## config.mk

```make
export PLATFORM = sky130hd
export DESIGN_NAME = sliding_window_maximum_unit
export DESIGN_NICKNAME = d
export VERILOG_FILES = /design/src/swm_pkg.sv /design/src/swm_cell.sv /design/src/swm_max_tree.sv /design/src/sliding_window_maximum_unit.sv
export SDC_FILE = /design/constraint.sdc
export NUM_CORES = 1
export LEC_CHECK = 0
export BUFFER_PORTS_ARGS = -buffer_cell sky130_fd_sc_hd__buf_2
export CAP_MARGIN = 30
export CORE_MARGIN = 10
export CORE_UTILIZATION = 39
export DETAILED_ROUTE_END_ITERATION = 6
export HOLD_SLACK_MARGIN = 0.12
export RECOVER_POWER = 50
export SYNTH_ARGS = -nofsm -noshare
export SYNTH_HDL_FRONTEND = slang
export SYNTH_SLANG_ARGS = --single-unit
export TNS_END_PERCENT = 10
```

## constraint.sdc

```tcl
create_clock -name aclk -period 12.3 [get_ports aclk]
set_input_delay 0.615 -clock aclk [delete_from_list [all_inputs] [get_ports aclk]]
set_output_delay 0.615 -clock aclk [all_outputs]
set_load 0.02 [all_outputs]
```

## src/swm_pkg.sv

```systemverilog
// Shared types, sizes and helpers for the sliding window maximum unit.
// No dependencies; every module of the block imports this package.
package swm_pkg;

    // Longest window the cell row covers, and the sample width
    localparam int WINDOW_MAX  = 16;
    localparam int SAMPLE_BITS = 16;

    // Width of the window size register as written through the config port
    localparam int CFG_BITS = 5;

    // Width that holds any count from 0 to WINDOW_MAX
    localparam int WIN_BITS = $clog2(WINDOW_MAX + 1);

    // Window size after reset
    localparam logic [CFG_BITS-1:0] WSIZE_RESET = CFG_BITS'(3);

    // Max tree shape: groups of TREE_FAN cells reduced in the first stage
    localparam int TREE_FAN    = 4;
    localparam int TREE_GROUPS = (WINDOW_MAX + TREE_FAN - 1) / TREE_FAN;

    typedef logic signed [SAMPLE_BITS-1:0] sample_t;

    // Most negative sample, used for empty cells in the max tree
    localparam sample_t SAMPLE_MIN = {1'b1, {(SAMPLE_BITS-1){1'b0}}};

    // One cell of the row: an entry of the monotonic store
    typedef struct packed {
        logic    valid;
        sample_t value;
    } cell_t;

    function automatic sample_t max2(sample_t a, sample_t b);
        return (a > b) ? a : b;
    endfunction

endpackage

```

## src/swm_cell.sv

```systemverilog
// One cell of the store row: holds one entry and takes its neighbor's entry on each sample.
// Depends on swm_pkg.
module swm_cell (
    input  logic            aclk,
    input  logic            aresetn,
    input  logic            shift_en,
    input  logic            load_new,
    input  logic            start_new,
    input  logic            in_range,
    input  swm_pkg::sample_t sample,
    input  swm_pkg::cell_t   prev,
    output swm_pkg::cell_t   cur
);
    import swm_pkg::*;

    cell_t cur_reg;
    cell_t cur_next;
    logic  dominated;

    // Take the new sample at the head, otherwise the neighbor's entry aged by one;
    // drop it on a restart, once it leaves the window or when the new sample is not smaller
    always_comb begin
        dominated = (prev.value <= sample);
        cur_next  = cur_reg;
        if (shift_en) begin
            if (load_new) begin
                cur_next.valid = 1'b1;
                cur_next.value = sample;
            end else begin
                cur_next.valid = prev.valid & ~start_new & in_range & ~dominated;
                cur_next.value = prev.value;
            end
        end
    end

    always_ff @(posedge aclk) begin
        if (!aresetn) begin
            cur_reg.valid <= 1'b0;
        end else begin
            cur_reg.valid <= cur_next.valid;
        end
        cur_reg.value <= cur_next.value;
    end

    assign cur = cur_reg;

endmodule

```

## src/swm_max_tree.sv

```systemverilog
// Two-stage registered max tree over the cell row; the second stage is the output word register.
// Depends on swm_pkg.
module swm_max_tree (
    input  logic             aclk,
    input  logic             aresetn,
    input  logic             advance,
    input  logic             in_emit,
    input  swm_pkg::cell_t   cells [swm_pkg::WINDOW_MAX],
    output logic             out_valid,
    output swm_pkg::sample_t out_max
);
    import swm_pkg::*;

    sample_t l1_reg  [TREE_GROUPS];
    sample_t l1_next [TREE_GROUPS];
    logic    l1_valid_reg;
    sample_t fin_max;
    sample_t out_max_reg;
    logic    out_valid_reg;

    // Reduce each group of cells, empty cells count as the most negative value
    always_comb begin
        for (int g = 0; g < TREE_GROUPS; g++) begin
            l1_next[g] = SAMPLE_MIN;
            for (int e = 0; e < TREE_FAN; e++) begin
                if (g * TREE_FAN + e < WINDOW_MAX) begin
                    if (cells[g * TREE_FAN + e].valid) begin
                        l1_next[g] = max2(l1_next[g], cells[g * TREE_FAN + e].value);
                    end
                end
            end
        end
    end

    // Reduce the group maxima
    always_comb begin
        fin_max = l1_reg[0];
        for (int g = 1; g < TREE_GROUPS; g++) begin
            fin_max = max2(fin_max, l1_reg[g]);
        end
    end

    // Advance both stages together, hold on a stalled output
    always_ff @(posedge aclk) begin
        if (!aresetn) begin
            l1_valid_reg  <= 1'b0;
            out_valid_reg <= 1'b0;
        end else if (advance) begin
            l1_valid_reg  <= in_emit;
            out_valid_reg <= l1_valid_reg;
        end
        if (advance) begin
            l1_reg      <= l1_next;
            out_max_reg <= fin_max;
        end
    end

    assign out_valid = out_valid_reg;
    assign out_max   = out_max_reg;

endmodule

```

## src/sliding_window_maximum_unit.sv

```systemverilog
// Sliding window maximum unit: top level with the config register, sample count and cell row.
// Depends on swm_pkg, swm_cell and swm_max_tree.
// The unit takes one sample per clock unless the result is stalled. Once window_size samples
// have arrived since reset or the last start_new, it returns the maximum of the last
// window_size samples through three register stages: cell row update, group max stage, final
// max stage. The result word is valid on m_window_max once the final max stage holds it. The
// store is a row of WINDOW_MAX cells that shifts by one on every sample: cell j holds the
// sample j steps old if it is still a candidate, so an entry leaves the window simply by
// running past cell window_size - 1. A stalled result stops the whole pipe; s_ready then
// drops. window_size 0 acts as 1 and values above WINDOW_MAX act as WINDOW_MAX; write it
// only while the unit is idle.
module sliding_window_maximum_unit (
    input  logic                           aclk,
    input  logic                           aresetn,
    input  logic                           cfg_valid,
    output logic                           cfg_ready,
    input  logic [swm_pkg::CFG_BITS-1:0]   cfg_data,
    input  logic                           s_valid,
    output logic                           s_ready,
    input  swm_pkg::sample_t               s_sample,
    input  logic                           s_start_new,
    output logic                           m_valid,
    input  logic                           m_ready,
    output swm_pkg::sample_t               m_window_max
);
    import swm_pkg::*;

    logic [CFG_BITS-1:0]   wsize_reg;
    logic [WIN_BITS-1:0]   win_k;
    logic [WIN_BITS-1:0]   seen_reg;
    logic [WIN_BITS-1:0]   seen_next;
    logic [WIN_BITS-1:0]   seen_base;
    logic                  emit_reg;
    logic                  emit_next;
    logic                  advance;
    logic                  accept;
    cell_t                 cell_q [WINDOW_MAX];
    logic [WINDOW_MAX-1:0] valid_vec;

    assign cfg_ready = 1'b1;
    assign advance   = ~m_valid | m_ready;
    assign s_ready   = advance;
    assign accept    = s_valid & s_ready;

    // Hold the window size register
    always_ff @(posedge aclk) begin
        if (!aresetn) begin
            wsize_reg <= WSIZE_RESET;
        end else if (cfg_valid && cfg_ready) begin
            wsize_reg <= cfg_data;
        end
    end

    // Clamp the window size to 1..WINDOW_MAX
    always_comb begin
        if (wsize_reg == '0) begin
            win_k = WIN_BITS'(1);
        end else if (int'(wsize_reg) > WINDOW_MAX) begin
            win_k = WIN_BITS'(WINDOW_MAX);
        end else begin
            win_k = WIN_BITS'(wsize_reg);
        end
    end

    // Count arrivals, saturating at WINDOW_MAX; emit once the window is full
    always_comb begin
        seen_base = s_start_new ? '0 : seen_reg;
        seen_next = (int'(seen_base) < WINDOW_MAX) ? seen_base + WIN_BITS'(1) : seen_base;
        emit_next = accept & (seen_next >= win_k);
    end

    always_ff @(posedge aclk) begin
        if (!aresetn) begin
            seen_reg <= '0;
            emit_reg <= 1'b0;
        end else begin
            if (accept) begin
                seen_reg <= seen_next;
            end
            if (advance) begin
                emit_reg <= emit_next;
            end
        end
    end

    // Row of store cells, newest at cell 0
    for (genvar j = 0; j < WINDOW_MAX; j++) begin : g_cell
        cell_t prev_in;
        logic  in_range;

        if (j == 0) begin : g_head
            assign prev_in = '0;
        end else begin : g_link
            assign prev_in = cell_q[j-1];
        end

        assign in_range     = (WIN_BITS'(j) < win_k);
        assign valid_vec[j] = cell_q[j].valid;

        swm_cell u_cell (
            .aclk      (aclk),
            .aresetn   (aresetn),
            .shift_en  (accept),
            .load_new  (j == 0),
            .start_new (s_start_new),
            .in_range  (in_range),
            .sample    (s_sample),
            .prev      (prev_in),
            .cur       (cell_q[j])
        );
    end

    swm_max_tree u_tree (
        .aclk      (aclk),
        .aresetn   (aresetn),
        .advance   (advance),
        .in_emit   (emit_reg),
        .cells     (cell_q),
        .out_valid (m_valid),
        .out_max   (m_window_max)
    );

    // Newest word always lands in the head cell
    a_head_loaded: assert property (@(posedge aclk) disable iff (!aresetn)
        accept |=> (cell_q[0].valid && cell_q[0].value == $past(s_sample)))
        else $error("head cell does not hold the accepted word");

    // No more live entries than the window allows
    a_within_window: assert property (@(posedge aclk) disable iff (!aresetn)
        accept |=> ($countones(valid_vec) <= int'($past(win_k))))
        else $error("live entries exceed the window size");

    // A restart leaves only the new word in the store
    a_restart_clears: assert property (@(posedge aclk) disable iff (!aresetn)
        (accept && s_start_new) |=> ($countones(valid_vec) == 1))
        else $error("store not cleared on start_new");

endmodule
```

* After elaboration in Yosys (flattened, before gate mapping)
Cells that the tools add are included.
** Operators by class
- Multipliers :: 0
- Reduce and logical (&&, ||, !) cells :: 1
- Muxes and demuxes :: 39
- Div/mod/pow operators :: 0
- Bitwise logic cells :: 65
- Add/subtract/negate cells :: 1
- Equality and inequality tests :: 0
- Shifts and indexed selects :: 0
- Order comparisons :: 52
** Operators by type and width (number)
- $mux W16 :: 35
- $gt A16 B16 Y1 :: 15
- $le A16 B16 Y1 :: 15
- $gt A16 B16 Y1 const A :: 4
- $and A1 B1 Y1 :: 47
- $lt A4 B5 Y1 const A :: 8
- $lt A3 B5 Y1 const A :: 4
- $mux W5 :: 4
- $not A1 Y1 :: 17
- $lt A2 B5 Y1 const A :: 2
- $add A5 B1 Y5 const B :: 1
- $ge A5 B5 Y1 :: 1
- $gt A5 B5 Y1 const B :: 1
- $logic_not A5 Y1 :: 1
- $lt A1 B5 Y1 const A :: 1
- $lt A5 B5 Y1 const B :: 1
- $or A1 B1 Y1 :: 1
** Storage, ports and cells
- Bits in registers :: 365
- Memory bits (read-only) :: 0
- Bits of input ports :: 27
- Bits in latches :: 0
- Memories kept :: 0
- Word-level logic and storage cells :: 200
- Output and inout port bits :: 19
- Bits in writable memories :: 0

* Depth between registers and ports, before layout
- Word-level depth :: 12
- Gate-level depth with buffers :: 34
- Mapped depth without buffers :: 28

* By module
Synthesis repeated with hierarchy kept, for this count alone.
** Second synthesis, totals
- Cell total of the unflattened synthesis :: 3016
- Area total of the unflattened synthesis :: 31350.1 um2
** Modules (own cells, without submodules)
- swm_cell :: sequential area each 500.5 um2, times used 16, area each 1161.1 um2, cells each 97
- swm_max_tree :: sequential area each 2442.3 um2, times used 1, area each 11996.5 um2, cells each 1358
- sliding_window_maximum_unit :: sequential area each 220.2 um2, times used 1, area each 775.7 um2, cells each 106

* Worst setup path after synthesis
Ideal clock, no wire load.
- Path type :: input-to-reg
- From :: input m_ready
- To :: register g_cell[0].u_cell.cur_reg (netlist bit g_cell[0].u_cell.cur[0]) (enable)
- Stages on the path :: 4
- Arrival time :: 7.070 ns
- Required time :: 10.094 ns
- Path slack :: 3.024 ns
- Path through :: nor2b_1 -> inv_1 -> nand2_1 -> clkinv_1
** Between the ends
- Longest elaborated chain between the ends :: 2
** RTL lines
- start: declaration :: line sliding_window_maximum_unit.sv:23 : input logic m_ready,
- $or A1 B1 Y1 :: line sliding_window_maximum_unit.sv:41 : assign advance = ~m_valid | m_ready;
- net s_ready :: line sliding_window_maximum_unit.sv:19 : output logic s_ready,
- $and A1 B1 Y1 :: line sliding_window_maximum_unit.sv:43 : assign accept = s_valid & s_ready;
- net accept :: line sliding_window_maximum_unit.sv:36 : logic accept;
- end: declaration :: line swm_cell.sv:16 : cell_t cur_reg;
The timed path passes the listed nets, and every way through them passes these cells.
A chain may end at the register's enable or synchronous reset.

* Worst setup path in the final report
- From :: register u_tree.l1_reg[63] (netlist bit)
- To :: register u_tree.out_max_reg[13], in the netlist u_tree.out_max[13] (data pin)
** Between the ends
- Longest elaborated chain between the ends :: 6
** RTL lines
- start: declaration :: line swm_max_tree.sv:14 : sample_t l1_reg [TREE_GROUPS];
- start signal: assignment :: line swm_max_tree.sv:53 : l1_reg <= l1_next;
- $gt A16 B16 Y1 :: line swm_pkg.sv:34 : return (a > b) ? a : b;
- $mux W16 (*) :: line swm_pkg.sv:34
- $gt A16 B16 Y1 :: line swm_pkg.sv:34
- $mux W16 (*) :: line swm_pkg.sv:34
- $gt A16 B16 Y1 :: line swm_pkg.sv:34
- $mux W16 (*) :: line swm_pkg.sv:34
- net u_tree.fin_max[13] :: line swm_max_tree.sv:17 : sample_t fin_max;
- end signal: assignment :: line swm_max_tree.sv:54 : out_max_reg <= fin_max;
- end: declaration :: line swm_max_tree.sv:18 : sample_t out_max_reg;
The timed path passes the listed nets; every way through them passes the cells marked *.

==> results by group <==
Timing
  – Fmax: 0.122 GHz
  – Final Cycle Share: 0.668
  – Fin Clk Skew: 0.0297 ns
  – Post-layout min period: between 8 and 9 ns
  – Slew @ Worst Pin: around 3.5 ns
  – RSZ-0062 raised after global routing: no
  – Number of max-slew violations in the final report: 86
  – Setup TNS: 0 ns
  – Final hold vios: 0
  – # setup viols final: 0
  – Relative slew slack: -1.36

Yosys
  – Number of synthesized flops with an enable pin: between 300 and 400
  – Post-synth top flop: edfxtp_1
  – Post-Syn Area: roughly 27000 um^2
  – Yosys Warn Count: 0
  – Cell variety after synth: 74
  – Register area share after synthesis: 0.398
  – Post-synth ARST share: 0
  – Synth Instances: between 2000 and 3000
  – Share of the synthesized area in the top cell type: 0.376
  – Syn Area/Cell: about 11 um^2
  – Largest cells by area after synthesis: edfxtp_1 (38%), ha_1 (23%), mux2_2 (5.2%), inv_1 (4.4%), a21oi_1 (2.9%)
  – #FFs+latches synth: 365
  – Synthesized Nets: 3054
  – Synth area leader: edfxtp_1

Worst setup path
  – Critical path type: flip-flop to flip-flop
  – Largest stage delay on the critical path: ~0.76 ns
  – Startpoint types: flip-flop
  – Crit path required time: approximately 13 ns
  – Worst Path Arrival: ~8.5 ns
  – CP max stage cell: o31ai_4
  – Top cell family by delay on the critical path: compound AO/OA/AOI/OAI gates
  – Buf+Inv Stages, Crit Path: 1
  – Critical Path Fanout Max: 21
  – Crit end category: flip-flop

Layout
  – Layout area overhead: 10.4%
  – Register area: between 10000 and 15000 um^2
  – Share of cells above drive strength 1: 0.104
  – Final nets: a little over 3000
  – # fillers: 6343
  – Most common cell after layout, fill and taps aside: ha_1
  – Max reg flops: around 270
  – Multi-input logic area: between 10000 and 15000 um^2
  – Ant diodes: 0
  – Commonest cells after routing, fill and taps aside: ha_1 (486), edfxtp_1 (336), inv_1 (314), a21oi_1 (154), nand2_1 (143)

Power and ir drop
  – Final Power: about 3700 uW
  – Clk pwr share: 0.365
  – Cell internal pwr: around 2600 uW
  – Leakage power: around 0.014 uW
  – Switching part of the total: 0.298
  – Cell Pwr Density: around 130 nW/um^2
  – Switching power: 1110 uW
  – Combinational power share: 0.223
  – Flop pwr share: 0.412
  – Max VDD drop: between 80 and 90 uV

Die
  – Core Rows: 96
  – Starting Density: 0.392
  – Io pins: 46
  – Area of the core: a little under 70000 um^2
  – Die width: roughly 280 um
  – Die ar.: 79600 um^2
  – Die Span Y: 282 um

Placed design
  – Final Wtd Congestion: 0.950
  – HPWL after detailed placement: a little under 60000 um
  – Buffers on Ports: 44

Job
  – Max-Cap Viols: 2

Clock tree
  – CTS tree: yes
  – Clk buf depth: 3
  – Setup bufs post-CTS: 0
  – CTS Root Cell: clkbuf_16
  – Clock slew at reported path FFs: 0.06 ns
  – # clock sinks: approximately 370
  – # resized after CTS: 0
  – Cts bufs inserted: 44
  – Clock Latency Late Sink: approximately 0.59 ns
  – CTS Hold Bufs: 0
  – H-tree depth: 2

Route
  – DRC viols: 0
  – ANT nets after route: 0
  – DR iter-0 viols: around 1300
  – Vias per cell: ~5.7
  – Detailed Route WL: 75700 um
  – First-pass DRT Iterations: 6
  – Avg WL per Cell: ~21 um
  – Vias: ~20000

Global routing
  – Largest net degree at the start of global routing: 119
  – Congestion Overflow GR: 0
  – Vias in the first global route: approximately 20000
  – Initial antenna violation count: 3
  – First-pass GRT wire length: around 120000 um
  – Global Route Usage Sum: 0.188

Worst hold path
  – Hold crit path type: input port to flip-flop

Run status
  – Failing checks: capacitance limit, slew limit
  – Status: complete, but fails checks
## power by group through the flow
stage	combinational [uW]	sequential (uW)	clock, uW
after floorplan	592	1550	0
after global placement	805	1550	0
after detailed placement	831	1560	0
after CTS	838	1530	1380
after global routing	938	1540	1430
final	829	1530	1360
## final timing paths
path                                                   startpoint                                end  slack, ns  cells after the start
worst max-delay path                  u_tree.l1_reg[63]$_DFFE_PN_       u_tree.out_max[13]$_DFFE_PN_       4.09                     25
worst min-delay path                                  s_sample[8]  g_cell[0].u_cell.cur[8]$_DFFE_PP_       0.23                      1
worst max register to register        u_tree.l1_reg[63]$_DFFE_PN_       u_tree.out_max[13]$_DFFE_PN_       4.09                     25
worst min register to register  g_cell[0].u_cell.cur[7]$_DFFE_PP_  g_cell[1].u_cell.cur[7]$_DFFE_PP_       0.47                      0
## stage by stage
stage | instance area (um^2) | instances | setup slack (ns) | hold WS, ns | util
6_report | 29600 | 3520 | 4.09 | 0.234 | 0.433
5_1_grt | 29600 | 3520 | 3.45 | 0.220 | 0.433
2_1_floorplan | 26800 | 2541 | 3.02 | 0.437 | -
4_1_cts | 29600 | 3519 | 4.09 | 0.201 | 0.433
3_5_place_dp | 28200 | 3440 | 4.12 | 0.463 | 0.412
3_3_place_gp | 28100 | 3438 | 4.17 | 0.452 | 0.411
## layer usage
| layer | share of wire | vias to the layer above | track usage |
|---|---|---|---|
| met5 | 0 | - | 0 |
| met4 | 0.037 | 0 | 0.0713 |
| met3 | 0.046 | 154 | 0.0233 |
| met2 | 0.49 | 487 | 0.334 |
| met1 | 0.43 | 9715 | 0.231 |
| li1 | - | 9567 | - |
## Yosys cell counts, drive strengths merged (3+ instances only)
master and count:
mux2i 50, nor4 14, nor2b 46, o211ai 18, a221oi 3, a32o 3
and3 20, a211o 3, a31oi 5, and2 59, mux2 126, o21a 34
ha 486, nand3 40, a211oi 14, buf 16, and4 9, nand3b 4
o2111ai 7, or2 4, inv 315, a221o 4, o22ai 4, o41ai 21
clkbuf 39, a21oi 157, nor3b 3, a21o 65, nand2b 28, o221ai 19
o21ai 99, nand4 92, or3 22, a2111oi 6, or3b 3, o31ai 8
dfxtp 29, nand2 143, o21bai 4, nor3 44, a21boi 7, nor2 109
edfxtp 336
## cells by family (layout without fill, tap and decap cells)
| kind of cell | count (synthesis) | count (layout) | share of synthesized area |
|---|---|---|---|
| adders and majority gates | 486 | 486 | 0.227 |
| xor gates and xnor gates | 3 | 3 | 0.000981 |
| muxes | 176 | 176 | 0.0716 |
| buffers and inverters | 371 | 468 | 0.0531 |
| other | 1 | 1 | 0.000140 |
| DFF | 365 | 365 | 0.398 |
| and+or+nand+nor | 645 | 645 | 0.128 |
| AOI/OAI and AO/OA | 494 | 494 | 0.121 |
## layout make-up
| type | count | area share |
|---|---|---|
| Multi-Input combinational cell | 1805 | 0.498 |
| Inverter | 316 | 0.0404 |
| Clock buffer | 49 | 0.0386 |
| Tap cell | 882 | 0.0373 |
| Sequential cell | 365 | 0.360 |
| Timing Repair Buffer | 73 | 0.0145 |
| Clock inverter | 30 | 0.0112 |
(Power assumes the default switching activity.)
